### src/rtl/hcd_pkg.sv
// Shared types, codes and tables of the Harris corner detector.
package hcd_pkg;

    localparam int COL_W  = 8;
    localparam int ROW_W  = 8;
    localparam int ADDR_W = COL_W + ROW_W;
    localparam int PIX_W  = 8;
    localparam int GEO_W  = 9;
    localparam int K_W    = 16;
    localparam int THR_W  = 17;
    localparam int CFG_W  = 17;
    localparam int RESP_W = 48;
    localparam int NORM_W = 17;

    localparam logic [GEO_W-1:0] MAX_WIDTH  = 9'd256;
    localparam logic [GEO_W-1:0] MAX_HEIGHT = 9'd256;

    localparam logic ACT_PIXEL = 1'b0;
    localparam logic ACT_QUERY = 1'b1;

    localparam logic [1:0] ST_OK       = 2'd0;
    localparam logic [1:0] ST_NOT_DONE = 2'd1;
    localparam logic [1:0] ST_OUTSIDE  = 2'd2;

    localparam logic [1:0] REG_FRAME_WIDTH      = 2'd0;
    localparam logic [1:0] REG_FRAME_HEIGHT     = 2'd1;
    localparam logic [1:0] REG_HARRIS_K         = 2'd2;
    localparam logic [1:0] REG_CORNER_THRESHOLD = 2'd3;

    localparam logic [1:0] OFF_PREV = 2'd0;
    localparam logic [1:0] OFF_SAME = 2'd1;
    localparam logic [1:0] OFF_NEXT = 2'd2;

    typedef struct packed {
        logic              action;
        logic [PIX_W-1:0]  pixel;
        logic [COL_W-1:0]  query_col;
        logic [ROW_W-1:0]  query_row;
    } item_t;

    typedef struct packed {
        logic [1:0]               status;
        logic signed [RESP_W-1:0] response;
        logic [NORM_W-1:0]        normalized;
        logic                     is_corner;
    } result_t;

    typedef struct packed {
        logic [COL_W-1:0] last_col;
        logic [ROW_W-1:0] last_row;
    } geom_t;

    typedef struct packed {
        logic              is_query;
        logic              first;
        logic              last;
        logic              outside;
        logic [ADDR_W-1:0] addr;
        logic [PIX_W-1:0]  pixel;
    } cmd_t;

    function automatic logic [1:0] nb_row(input logic [4:0] idx);
        logic [1:0] r;
        r = OFF_NEXT;
        if (idx < 5'd3)
            r = OFF_PREV;
        else if (idx < 5'd6)
            r = OFF_SAME;
        return r;
    endfunction

    function automatic logic [1:0] nb_col(input logic [4:0] idx);
        logic [1:0] r;
        unique case (idx)
            5'd0, 5'd3, 5'd6: r = OFF_PREV;
            5'd1, 5'd4, 5'd7: r = OFF_SAME;
            default:          r = OFF_NEXT;
        endcase
        return r;
    endfunction

    function automatic logic signed [2:0] sobel_wx(input logic [4:0] idx);
        logic signed [2:0] w;
        unique case (idx)
            5'd0, 5'd6: w = -3'sd1;
            5'd2, 5'd8: w = 3'sd1;
            5'd3:       w = -3'sd2;
            5'd5:       w = 3'sd2;
            default:    w = 3'sd0;
        endcase
        return w;
    endfunction

    function automatic logic signed [2:0] sobel_wy(input logic [4:0] idx);
        logic signed [2:0] w;
        unique case (idx)
            5'd0, 5'd2: w = -3'sd1;
            5'd1:       w = -3'sd2;
            5'd6, 5'd8: w = 3'sd1;
            5'd7:       w = 3'sd2;
            default:    w = 3'sd0;
        endcase
        return w;
    endfunction

endpackage

### src/rtl/hcd_queue.sv
// Short command queue between the front and back parts.
module hcd_queue (
    input  logic          clk,
    input  logic          rst_n,
    input  hcd_pkg::cmd_t push_cmd,
    input  logic          push_valid,
    output logic          push_stall,
    output hcd_pkg::cmd_t pop_cmd,
    output logic          pop_valid,
    input  logic          pop_stall
);
    import hcd_pkg::*;

    localparam int DEPTH = 4;
    localparam int PTR_W = $clog2(DEPTH);

    cmd_t             slot_reg [DEPTH];
    logic [PTR_W-1:0] wr_ptr_reg, rd_ptr_reg;
    logic [PTR_W:0]   count_reg, count_next;
    logic             do_push, do_pop;

    assign push_stall = (count_reg == (PTR_W+1)'(DEPTH));
    assign pop_valid  = (count_reg != '0);
    assign pop_cmd    = slot_reg[rd_ptr_reg];
    assign do_push    = push_valid && !push_stall;
    assign do_pop     = pop_valid && !pop_stall;

    always_comb
    begin
        count_next = count_reg;
        if (do_push && !do_pop)
            count_next = count_reg + 1'b1;
        else if (do_pop && !do_push)
            count_next = count_reg - 1'b1;
    end

    always_ff @(posedge clk)
    begin
        if (do_push)
            slot_reg[wr_ptr_reg] <= push_cmd;
    end

    always_ff @(posedge clk or negedge rst_n)
    begin
        if (!rst_n)
        begin
            wr_ptr_reg <= '0;
            rd_ptr_reg <= '0;
            count_reg  <= '0;
        end
        else
        begin
            if (do_push)
                wr_ptr_reg <= wr_ptr_reg + 1'b1;
            if (do_pop)
                rd_ptr_reg <= rd_ptr_reg + 1'b1;
            count_reg <= count_next;
        end
    end

endmodule

### config.mk
export PLATFORM = sky130hd
export DESIGN_NAME = hcd_queue
export DESIGN_NICKNAME = d
export VERILOG_FILES = /design/src/rtl/hcd_pkg.sv /design/src/rtl/hcd_queue.sv
export SDC_FILE = /design/constraint.sdc
export NUM_CORES = 1
export LEC_CHECK = 0
export ABC_AREA = 1
export ABC_CLOCK_PERIOD_IN_PS = 3690
export BUFFER_PORTS_ARGS = -buffer_cell sky130_fd_sc_hd__buf_4
export CORE_MARGIN = 2
export CORE_UTILIZATION = 31
export DETAILED_ROUTE_END_ITERATION = 10
export HOLD_SLACK_MARGIN = 0.03
export SLEW_MARGIN = 20
export SYNTH_ARGS = -nofsm -noshare
export SYNTH_HDL_FRONTEND = slang
export SYNTH_SLANG_ARGS = --single-unit
### constraint.sdc
create_clock -name clk -period 3.69 [get_ports clk]
set_input_delay 0.738 -clock clk [delete_from_list [all_inputs] [get_ports clk]]
set_output_delay 0.738 -clock clk [all_outputs]
set_load 0.02 [all_outputs]
==> impl_metrics.tcl <==
set metrics [dict create \
    ys_top_cells_by_area "edfxtp_1 (67%), nand2_1 (7.4%), o211ai_2 (6.5%)" \
    grt_pass1_vias 3049 \
    grt_pass1_wl_mm 15.5 \
    die_x_um 132 \
    syn_to_final_growth_pct 25.0 \
    vias_per_cell 4.27 \
    synthAdderAreaFrac 0.0164 \
    r2r_cells 4 \
    first_pass_iters 5 \
    syn_area_per_cell_um2 13.0 \
    synth_nets 425 \
    portBuffers 61 \
    arrival_ns 2.00 \
    place_inst 649 \
    fin_setup_tns_ns 0 \
    final_common_cell "edfxtp_1" \
    yosysWarnings 0 \
    cts_hold_buffers 0 \
    cts_setup_buffers 0 \
    cts_tree "built" \
    antenna_found_initial 0 \
    dp_hpwl_mm 5.88 \
    top_layer_used "met4" \
    grt_overflow 0 \
    crit_path_start_kind "flop" \
    routedWlPerCell_um 14.2 \
    slew_viol_final 0 \
    hold_path.class "input pin to async pin" \
    finClkSkew_ns 0.00778 \
    cts_buffer_depth 2 \
    design_area_um2 6300 \
    drt_iter0_drc 228 \
    maxCapViolCount 0 \
    stdcell_count 681 \
    synth_top_area_cell "edfxtp_1" \
    drt-met1-wl_mm 3.99 \
    hold_viol_final 0 \
    io_pins 62 \
    tightest_slew_ns 0.977 \
    die_area_um2 17300 \
    numCtsBuffers 17 \
    power_leakage_nw 2.57 \
    gp_congestion 0.719 \
    nets 490 \
    n_antenna_cell 0 \
    total_power_mw 5.57 \
    dp_slack_ns 1.29 \
    placed_cell_area_um2 5690 \
    start_util 0.318 \
    clk_latency_ns 0.40 \
    die_h_um 132 \
    critPathCaptureType "output port" \
    r2r_slack_ns 1.50 \
    yosys.area_share.simple 0.0863 \
    rsz0062_at_grt "false" \
    setup_ws_ns 0.956 \
    clock-root-buffer "clkbuf_16" \
    vias 2907 \
    fmaxAchievable_mhz 366 \
    drc_errors 0 \
    grtUsageTotal 0.117 \
    synth-seq-area-share 0.702 \
    layout-drive-gt1-share 0.308 \
    utilization 0.397 \
    r2r-end "slot_reg[3][25]" \
    path_clk_slew_ns 0.05 \
    final_cell_mix "edfxtp_1 (112), nand2_1 (100), buf_4 (63), inv_1 (56), o211ai_1 (30)" \
    synth_top_area_frac 0.667 \
    layout_min_cycle_time_ns 2.73 \
    path_max_fanout 44 \
    ys_ff_latch 119 \
    wl_met2_mm 5.03 \
    post_synth_inst_count 387 \
    wl_mm 9.65 \
    rr_startpoint "count_reg[0]" \
    coreArea_um2 15900 \
    finalSetupViolCount 0 \
    largest_register_ff_count 112 \
    htree_levels 4 \
    p_per_area_nw_per_um2 884 \
    required_ns 2.95 \
    finalCritPeriodShare 0.741 \
    dr_wl_met3_um 488 \
    multiInputGateArea_um2 1110 \
    yosys.area_share.xor_xnor 0.00174 \
    final_antenna_net_count 0 \
    holdWs_ns 0.136 \
    synth_top_family_by_area "compound AO/OA/AOI/OAI gates" \
    synth_cell_type_count 17 \
    synth_mux_area_frac 0 \
    ir_drop_mv 0.431 \
    slew-limit-headroom 0.347 \
    synth_compound_gate_area_share 0.110 \
    placementRows 46 \
    cts.sink_count 119 \
    cts.repair.resized 0 \
    fillers 1512 \
    grt_max_degree 49 \
    netlist_area_um2 5040 \
    critical_path_class "flop to output port" \
    status "complete, no violations" \
    seq_area_um2 3540 \
]
[how the worst max path moves through the flow]
stage,startpoint,to,slack [ns],depth (start not counted)
2_1_floorplan,push_valid,slot_reg[0][0],1.19,2
3_3_place_gp,push_valid,slot_reg[3][19],1.35,3
3_5_place_dp,push_valid,slot_reg[3][21],1.29,3
4_1_cts,rd_ptr_reg[0],pop_cmd[23],0.92,6
5_1_grt,rd_ptr_reg[0],pop_cmd[23],0.78,6
6_report,rd_ptr_reg[0],pop_cmd[23],0.96,6
[cell usage after synthesis (all sizes together)]
master / count
buf: 18
dfrtp: 7
edfxtp: 112
fa: 1
ha: 5
inv: 73
nand2: 100
nand3: 7
nand4: 1
nor2: 5
o211ai: 56
o21ai: 1
xnor2: 1
[critical path, stage by stage, from the launching register on]
cell and delay [ns]:
dfrtp_1 0.41, inv_4 0.36, buf_4 0.35, nand2_1 0.08, o211ai_1 0.10, nand2_1 0.10
buf_4 0.17
[cell type report]
cell class / count / area share
Sequential cell: 119 / 0.562
Inverter: 73 / 0.0439
Clock buffer: 18 / 0.0681
Timing Repair Buffer: 64 / 0.0782
Clock inverter: 14 / 0.0290
Tap cell: 216 / 0.0429
Multi-Input combinational cell: 177 / 0.176
[power by group]
| part | internal (mW) | switching [mW] |
|---|---|---|
| logic | 0.703 | 1.29 |
| clock network | 1.12 | 0.572 |
| registers | 1.79 | 0.0957 |
[routing by layer]
metal	track usage	vias to the layer above
li1	-	1459
met1	0.133	1377
met2	0.203	60
met3	0.0336	11
met4	0.0562	0
met5	0	-
[logic make-up (layout without fill, tap and decap cells)]
kind of cell | Yosys count | in the layout
DFF | 119 | 119
xor gates and xnor gates | 1 | 1
buffers and inverters | 91 | 169
adders and majority gates | 6 | 6
AOI/OAI and AO/OA | 57 | 57
and+or+nand+nor | 113 | 113
Power figures use the tool's default switching activity.
