[src/rtl/hcd_pkg.sv]
// Shared types, codes and tables of the Harris corner detector.
package hcd_pkg;

    localparam int COL_W  = 8;
    localparam int ROW_W  = 8;
    localparam int ADDR_W = COL_W + ROW_W;
    localparam int PIX_W  = 8;
    localparam int GEO_W  = 9;
    localparam int K_W    = 16;
    localparam int THR_W  = 17;
    localparam int CFG_W  = 17;
    localparam int RESP_W = 48;
    localparam int NORM_W = 17;

    localparam logic [GEO_W-1:0] MAX_WIDTH  = 9'd256;
    localparam logic [GEO_W-1:0] MAX_HEIGHT = 9'd256;

    localparam logic ACT_PIXEL = 1'b0;
    localparam logic ACT_QUERY = 1'b1;

    localparam logic [1:0] ST_OK       = 2'd0;
    localparam logic [1:0] ST_NOT_DONE = 2'd1;
    localparam logic [1:0] ST_OUTSIDE  = 2'd2;

    localparam logic [1:0] REG_FRAME_WIDTH      = 2'd0;
    localparam logic [1:0] REG_FRAME_HEIGHT     = 2'd1;
    localparam logic [1:0] REG_HARRIS_K         = 2'd2;
    localparam logic [1:0] REG_CORNER_THRESHOLD = 2'd3;

    localparam logic [1:0] OFF_PREV = 2'd0;
    localparam logic [1:0] OFF_SAME = 2'd1;
    localparam logic [1:0] OFF_NEXT = 2'd2;

    typedef struct packed {
        logic              action;
        logic [PIX_W-1:0]  pixel;
        logic [COL_W-1:0]  query_col;
        logic [ROW_W-1:0]  query_row;
    } item_t;

    typedef struct packed {
        logic [1:0]               status;
        logic signed [RESP_W-1:0] response;
        logic [NORM_W-1:0]        normalized;
        logic                     is_corner;
    } result_t;

    typedef struct packed {
        logic [COL_W-1:0] last_col;
        logic [ROW_W-1:0] last_row;
    } geom_t;

    typedef struct packed {
        logic              is_query;
        logic              first;
        logic              last;
        logic              outside;
        logic [ADDR_W-1:0] addr;
        logic [PIX_W-1:0]  pixel;
    } cmd_t;

    function automatic logic [1:0] nb_row(input logic [4:0] idx);
        logic [1:0] r;
        r = OFF_NEXT;
        if (idx < 5'd3)
            r = OFF_PREV;
        else if (idx < 5'd6)
            r = OFF_SAME;
        return r;
    endfunction

    function automatic logic [1:0] nb_col(input logic [4:0] idx);
        logic [1:0] r;
        unique case (idx)
            5'd0, 5'd3, 5'd6: r = OFF_PREV;
            5'd1, 5'd4, 5'd7: r = OFF_SAME;
            default:          r = OFF_NEXT;
        endcase
        return r;
    endfunction

    function automatic logic signed [2:0] sobel_wx(input logic [4:0] idx);
        logic signed [2:0] w;
        unique case (idx)
            5'd0, 5'd6: w = -3'sd1;
            5'd2, 5'd8: w = 3'sd1;
            5'd3:       w = -3'sd2;
            5'd5:       w = 3'sd2;
            default:    w = 3'sd0;
        endcase
        return w;
    endfunction

    function automatic logic signed [2:0] sobel_wy(input logic [4:0] idx);
        logic signed [2:0] w;
        unique case (idx)
            5'd0, 5'd2: w = -3'sd1;
            5'd1:       w = -3'sd2;
            5'd6, 5'd8: w = 3'sd1;
            5'd7:       w = 3'sd2;
            default:    w = 3'sd0;
        endcase
        return w;
    endfunction

endpackage

[src/rtl/hcd_front.sv]
// Front part: geometry, raster write position and classification of items.
module hcd_front (
    input  logic                      clk,
    input  logic                      rst_n,
    input  logic [hcd_pkg::GEO_W-1:0] frame_width,
    input  logic [hcd_pkg::GEO_W-1:0] frame_height,
    input  logic                      restart,
    input  hcd_pkg::item_t            item,
    input  logic                      item_valid,
    output logic                      item_stall,
    output hcd_pkg::cmd_t             cmd,
    output logic                      cmd_valid,
    input  logic                      cmd_stall,
    output hcd_pkg::geom_t            geom
);
    import hcd_pkg::*;

    logic [COL_W-1:0] col_reg, col_next, cur_col;
    logic [ROW_W-1:0] row_reg, row_next, cur_row;
    logic             accept;
    logic             end_col;

    always_comb
    begin
        if (frame_width < 9'd2)
            geom.last_col = 8'd1;
        else if (frame_width > MAX_WIDTH)
            geom.last_col = COL_W'(MAX_WIDTH - 9'd1);
        else
            geom.last_col = COL_W'(frame_width - 9'd1);
        if (frame_height < 9'd2)
            geom.last_row = 8'd1;
        else if (frame_height > MAX_HEIGHT)
            geom.last_row = ROW_W'(MAX_HEIGHT - 9'd1);
        else
            geom.last_row = ROW_W'(frame_height - 9'd1);
    end

    always_comb
    begin
        if (col_reg > geom.last_col || row_reg > geom.last_row)
        begin
            cur_col = '0;
            cur_row = '0;
        end
        else
        begin
            cur_col = col_reg;
            cur_row = row_reg;
        end
    end

    assign end_col      = (cur_col == geom.last_col);
    assign accept       = item_valid && !cmd_stall;
    assign cmd_valid    = item_valid;
    assign item_stall   = cmd_stall;

    assign cmd.is_query = (item.action == ACT_QUERY);
    assign cmd.first    = (cur_col == '0) && (cur_row == '0);
    assign cmd.last     = end_col && (cur_row == geom.last_row);
    assign cmd.outside  = (item.query_col > geom.last_col) || (item.query_row > geom.last_row);
    assign cmd.addr     = cmd.is_query ? {item.query_row, item.query_col} : {cur_row, cur_col};
    assign cmd.pixel    = item.pixel;

    always_comb
    begin
        col_next = col_reg;
        row_next = row_reg;
        if (restart)
        begin
            col_next = '0;
            row_next = '0;
        end
        else if (accept && item.action == ACT_PIXEL)
        begin
            if (end_col)
            begin
                col_next = '0;
                row_next = (cur_row == geom.last_row) ? '0 : cur_row + 1'b1;
            end
            else
            begin
                col_next = cur_col + 1'b1;
                row_next = cur_row;
            end
        end
    end

    always_ff @(posedge clk or negedge rst_n)
    begin
        if (!rst_n)
        begin
            col_reg <= '0;
            row_reg <= '0;
        end
        else
        begin
            col_reg <= col_next;
            row_reg <= row_next;
        end
    end

endmodule

[config.mk]
export PLATFORM = sky130hd
export DESIGN_NAME = hcd_front
export DESIGN_NICKNAME = d
export VERILOG_FILES = /design/src/rtl/hcd_pkg.sv /design/src/rtl/hcd_front.sv
export SDC_FILE = /design/constraint.sdc
export NUM_CORES = 1
export LEC_CHECK = 0
export ABC_CLOCK_PERIOD_IN_PS = 13100
export BUFFER_PORTS_ARGS = -buffer_cell sky130_fd_sc_hd__buf_4
export CORE_UTILIZATION = 52
export DETAILED_ROUTE_END_ITERATION = 16
export PLACE_DENSITY = 0.91
export SYNTH_ARGS = -nofsm -noshare
export SYNTH_HDL_FRONTEND = slang
export SYNTH_SLANG_ARGS = --single-unit
[constraint.sdc]
create_clock -name clk -period 13.1 [get_ports clk]
set_input_delay 3.93 -clock clk [delete_from_list [all_inputs] [get_ports clk]]
set_output_delay 3.93 -clock clk [all_outputs]
set_load 0.1 [all_outputs]
==> results.ini <==
[status]
status = finished clean

[flow_run]
cap_violations = 0

[synthesis]
ys_seq_area_share_pct = 12.9
synthDistinctLibCells = 69
async_flop_share_pct = 100
syn_area_per_cell_um2 = 7.11
synth.largest_area_cell = ha_1
yosysMostFrequentCell = nand2_1
synth_edf_count = 0
synth_seq_cells = 16
synth_common_cells = nand2_1, o21ai_0, ha_1
synthFlopType = dfrtp_1
synth_cells = 435
yosysWarnings = 0
synth.area.top_cells = ha_1, dfrtp_1, nand2_1
syn_area_um2 = 3090
synth.net_count = 519
synth_top_area_share_pct = 14.6

[sta]
fmax_mhz = 82.8
slew_headroom_pct = 60.9
setup_violations = 0
tightest_slew_ns = 0.587
drv_slew = 0
finalCritPeriodShare_pct = 92.1
whs_ns = 0.692
min_period_ns = 12.07
rsz0062_at_grt = no
hold_viol_final = 0
fin_worst_skew_ns = 0.00298

[floorplanning]
die_y_um = 79.1
rows = 27
io_pins = 94
start_util_pct = 55.2
core_area_um2 = 5610
dieArea_um2 = 6260
die_width_um = 79.1

[clock_network]
root_buffer = clkbuf_8
cts_tree = yes
insertion_delay_ns = 0.26
cts_hold_buf = 0
clkSinkCount = 16
ctsResizeCount = 0
cts_buffers = 3
h-tree-depth = 1
clockBufferDepth = 2
clk_pin_slew_ns = 0.06
post_cts_buffers = 0

[critical_path]
arrival_ns = 8.14
cp_top_family = simple AND/OR/NAND/NOR gates
critPathRequiredTime_ns = 9.17
path_cells = buf_4, or3_1, or3_1, a31oi_2, inv_1, ha_1, nand4_1, or2_2, o21a_1, nor2_1, buf_4, a32o_1, and2_1, nor3b_2, buf_4
crit_path_frequent_cell = buf_4
crit_path_end_kind = output port
criticalPathCategory = in -> out
crit_path_start_kind = input pin
path_max_fanout = 16
crit_buf_inv = 4
crit_slowest_cell = or3_1
crit_path_max_incr_delay_ns = 0.54

[detailed_routing]
drtIter0Drc = 504
routed_wl_um = 9460
firstDrtPassIters = 5
ant_nets = 0
vias = 3593
viasPerCell = 6.50
avgRoutedWirePerCell_um = 17.1
drcViolationCount = 0

[final_layout]
drive_gt1_share_pct = 22.9
nFillCells = 485
nNetsFinal = 566
finish.utilization_pct = 65.6
fin_cells = 553
multi_input_comb_area_um2 = 2420
ff_latch_area_um2 = 400
syn2layout_area_growth_pct = 18.9
antenna_cells = 0

[grt]
overflow = 0
grt_usage_pct = 31.1
grt_pass1_wl_um = 15600
grt_pass1_vias = 3240
grt_start_max_net_pins = 35
antenna_found_initial = 0

[place]
io_buffers = 77
place.gp.congestion = 0.959
dp_hpwl_um = 7480
dp_cells = 549

[power_and_ir_drop]
power_density_nw_per_um2 = 60.2
p_leak_uw = 0.00166
vdd_drop_max_v = 0.0000661

[min_path]
min_path_type = reg -> reg

layer usage:
layer / routed length [µm] / up-vias / track usage [%]
met5: 0 / - / 0
met4: 204 / 0 / 10.2
met3: 847 / 30 / 2.53
met2: 4310 / 197 / 50.8
met1: 4090 / 1663 / 43.0
li1: - / 1703 / -
worst register-to-register path: cells and delay by family, from the launching register on:
kind / cells / cell delay (ns)
AO/OA/AOI/OAI: 8 / 2.43
adder cells (fa/ha/maj): 1 / 0.32
flip-flops: 1 / 0.47
AND/OR/NAND/NOR: 2 / 0.46
power by group:
group / leakage [µW] / total, µW / internal, µW / switching, µW
clock: 0.0000288 / 44.5 / 26.7 / 17.8
combinational: 0.00141 / 127 / 35.1 / 91.9
sequential: 0.000223 / 50.0 / 49.6 / 0.379
layout make-up:
type | instances | share of cell area, %
Timing Repair Buffer | 80 | 16.3
Tap cell | 72 | 2.45
Sequential cell | 16 | 10.9
Multi-Input combinational cell | 352 | 65.9
Clock buffer | 4 | 1.50
Inverter | 29 | 2.96
stage by stage:
| step | power, µW | setup TNS [ns] | worst slack, ns | cell area, µm² |
|---|---|---|---|---|
| after CTS | 222 | 0 | 1.09 | 3680 |
| final | 222 | 0 | 1.03 | 3680 |
| after floorplan | 154 | -0.597 | -0.298 | 3140 |
| after global routing | 232 | 0 | 0.777 | 3680 |
| after detailed placement | 177 | 0 | 1.11 | 3620 |
| after global placement | 174 | 0 | 1.18 | 3620 |
layout by cell type, fill, tap and decap left out, drive strengths merged, types with 5 or more instances in the layout:
| master | synthesis | final |
|---|---|---|
| a21oi | 24 | 24 |
| a31oi | 8 | 8 |
| and3 | 8 | 8 |
| buf | 23 | 80 |
| dfrtp | 16 | 16 |
| ha | 36 | 36 |
| inv | 29 | 29 |
| nand2 | 55 | 55 |
| nand2b | 5 | 5 |
| nand3 | 15 | 15 |
| nand4 | 9 | 9 |
| nor2 | 20 | 20 |
| nor2b | 5 | 5 |
| nor3 | 8 | 8 |
| nor4 | 8 | 8 |
| o211ai | 10 | 10 |
| o21a | 6 | 6 |
| o21ai | 40 | 40 |
| o31ai | 8 | 8 |
| or2 | 8 | 8 |
| or3 | 8 | 8 |
| or4 | 5 | 5 |
| xnor2 | 7 | 7 |
final timing paths:
path                            cells after the start  slack [ns]              startpoint                      to
worst max-delay path                               15        1.03          frame_width[3]                 cmd[25]
max in group asynchronous                           1        9.39                   rst_n  col_reg[1]$_DFFE_PN0P_
worst max register to register                     11        9.34  col_reg[1]$_DFFE_PN0P_  row_reg[5]$_DFFE_PN0P_
min in group asynchronous                           1        3.52                   rst_n  row_reg[4]$_DFFE_PN0P_
worst min-delay path                                2        0.69  col_reg[3]$_DFFE_PN0P_  col_reg[3]$_DFFE_PN0P_
worst min register to register                      2        0.69  col_reg[3]$_DFFE_PN0P_  col_reg[3]$_DFFE_PN0P_
logic make-up (layout without fill, tap and decap cells):
family                     Yosys count  in the layout  share of synthesized area, %
xor gates and xnor gates             9              9                          2.55
buffers and inverters               67            113                          10.3
AOI/OAI and AO/OA                  135            135                          30.4
and+or+nand+nor                    170            170                          28.6
DFF                                 16             16                          12.9
muxes                                2              2                         0.647
adders and majority gates           36             36                          14.6
Note: power is estimated with default switching activity, not from simulation.
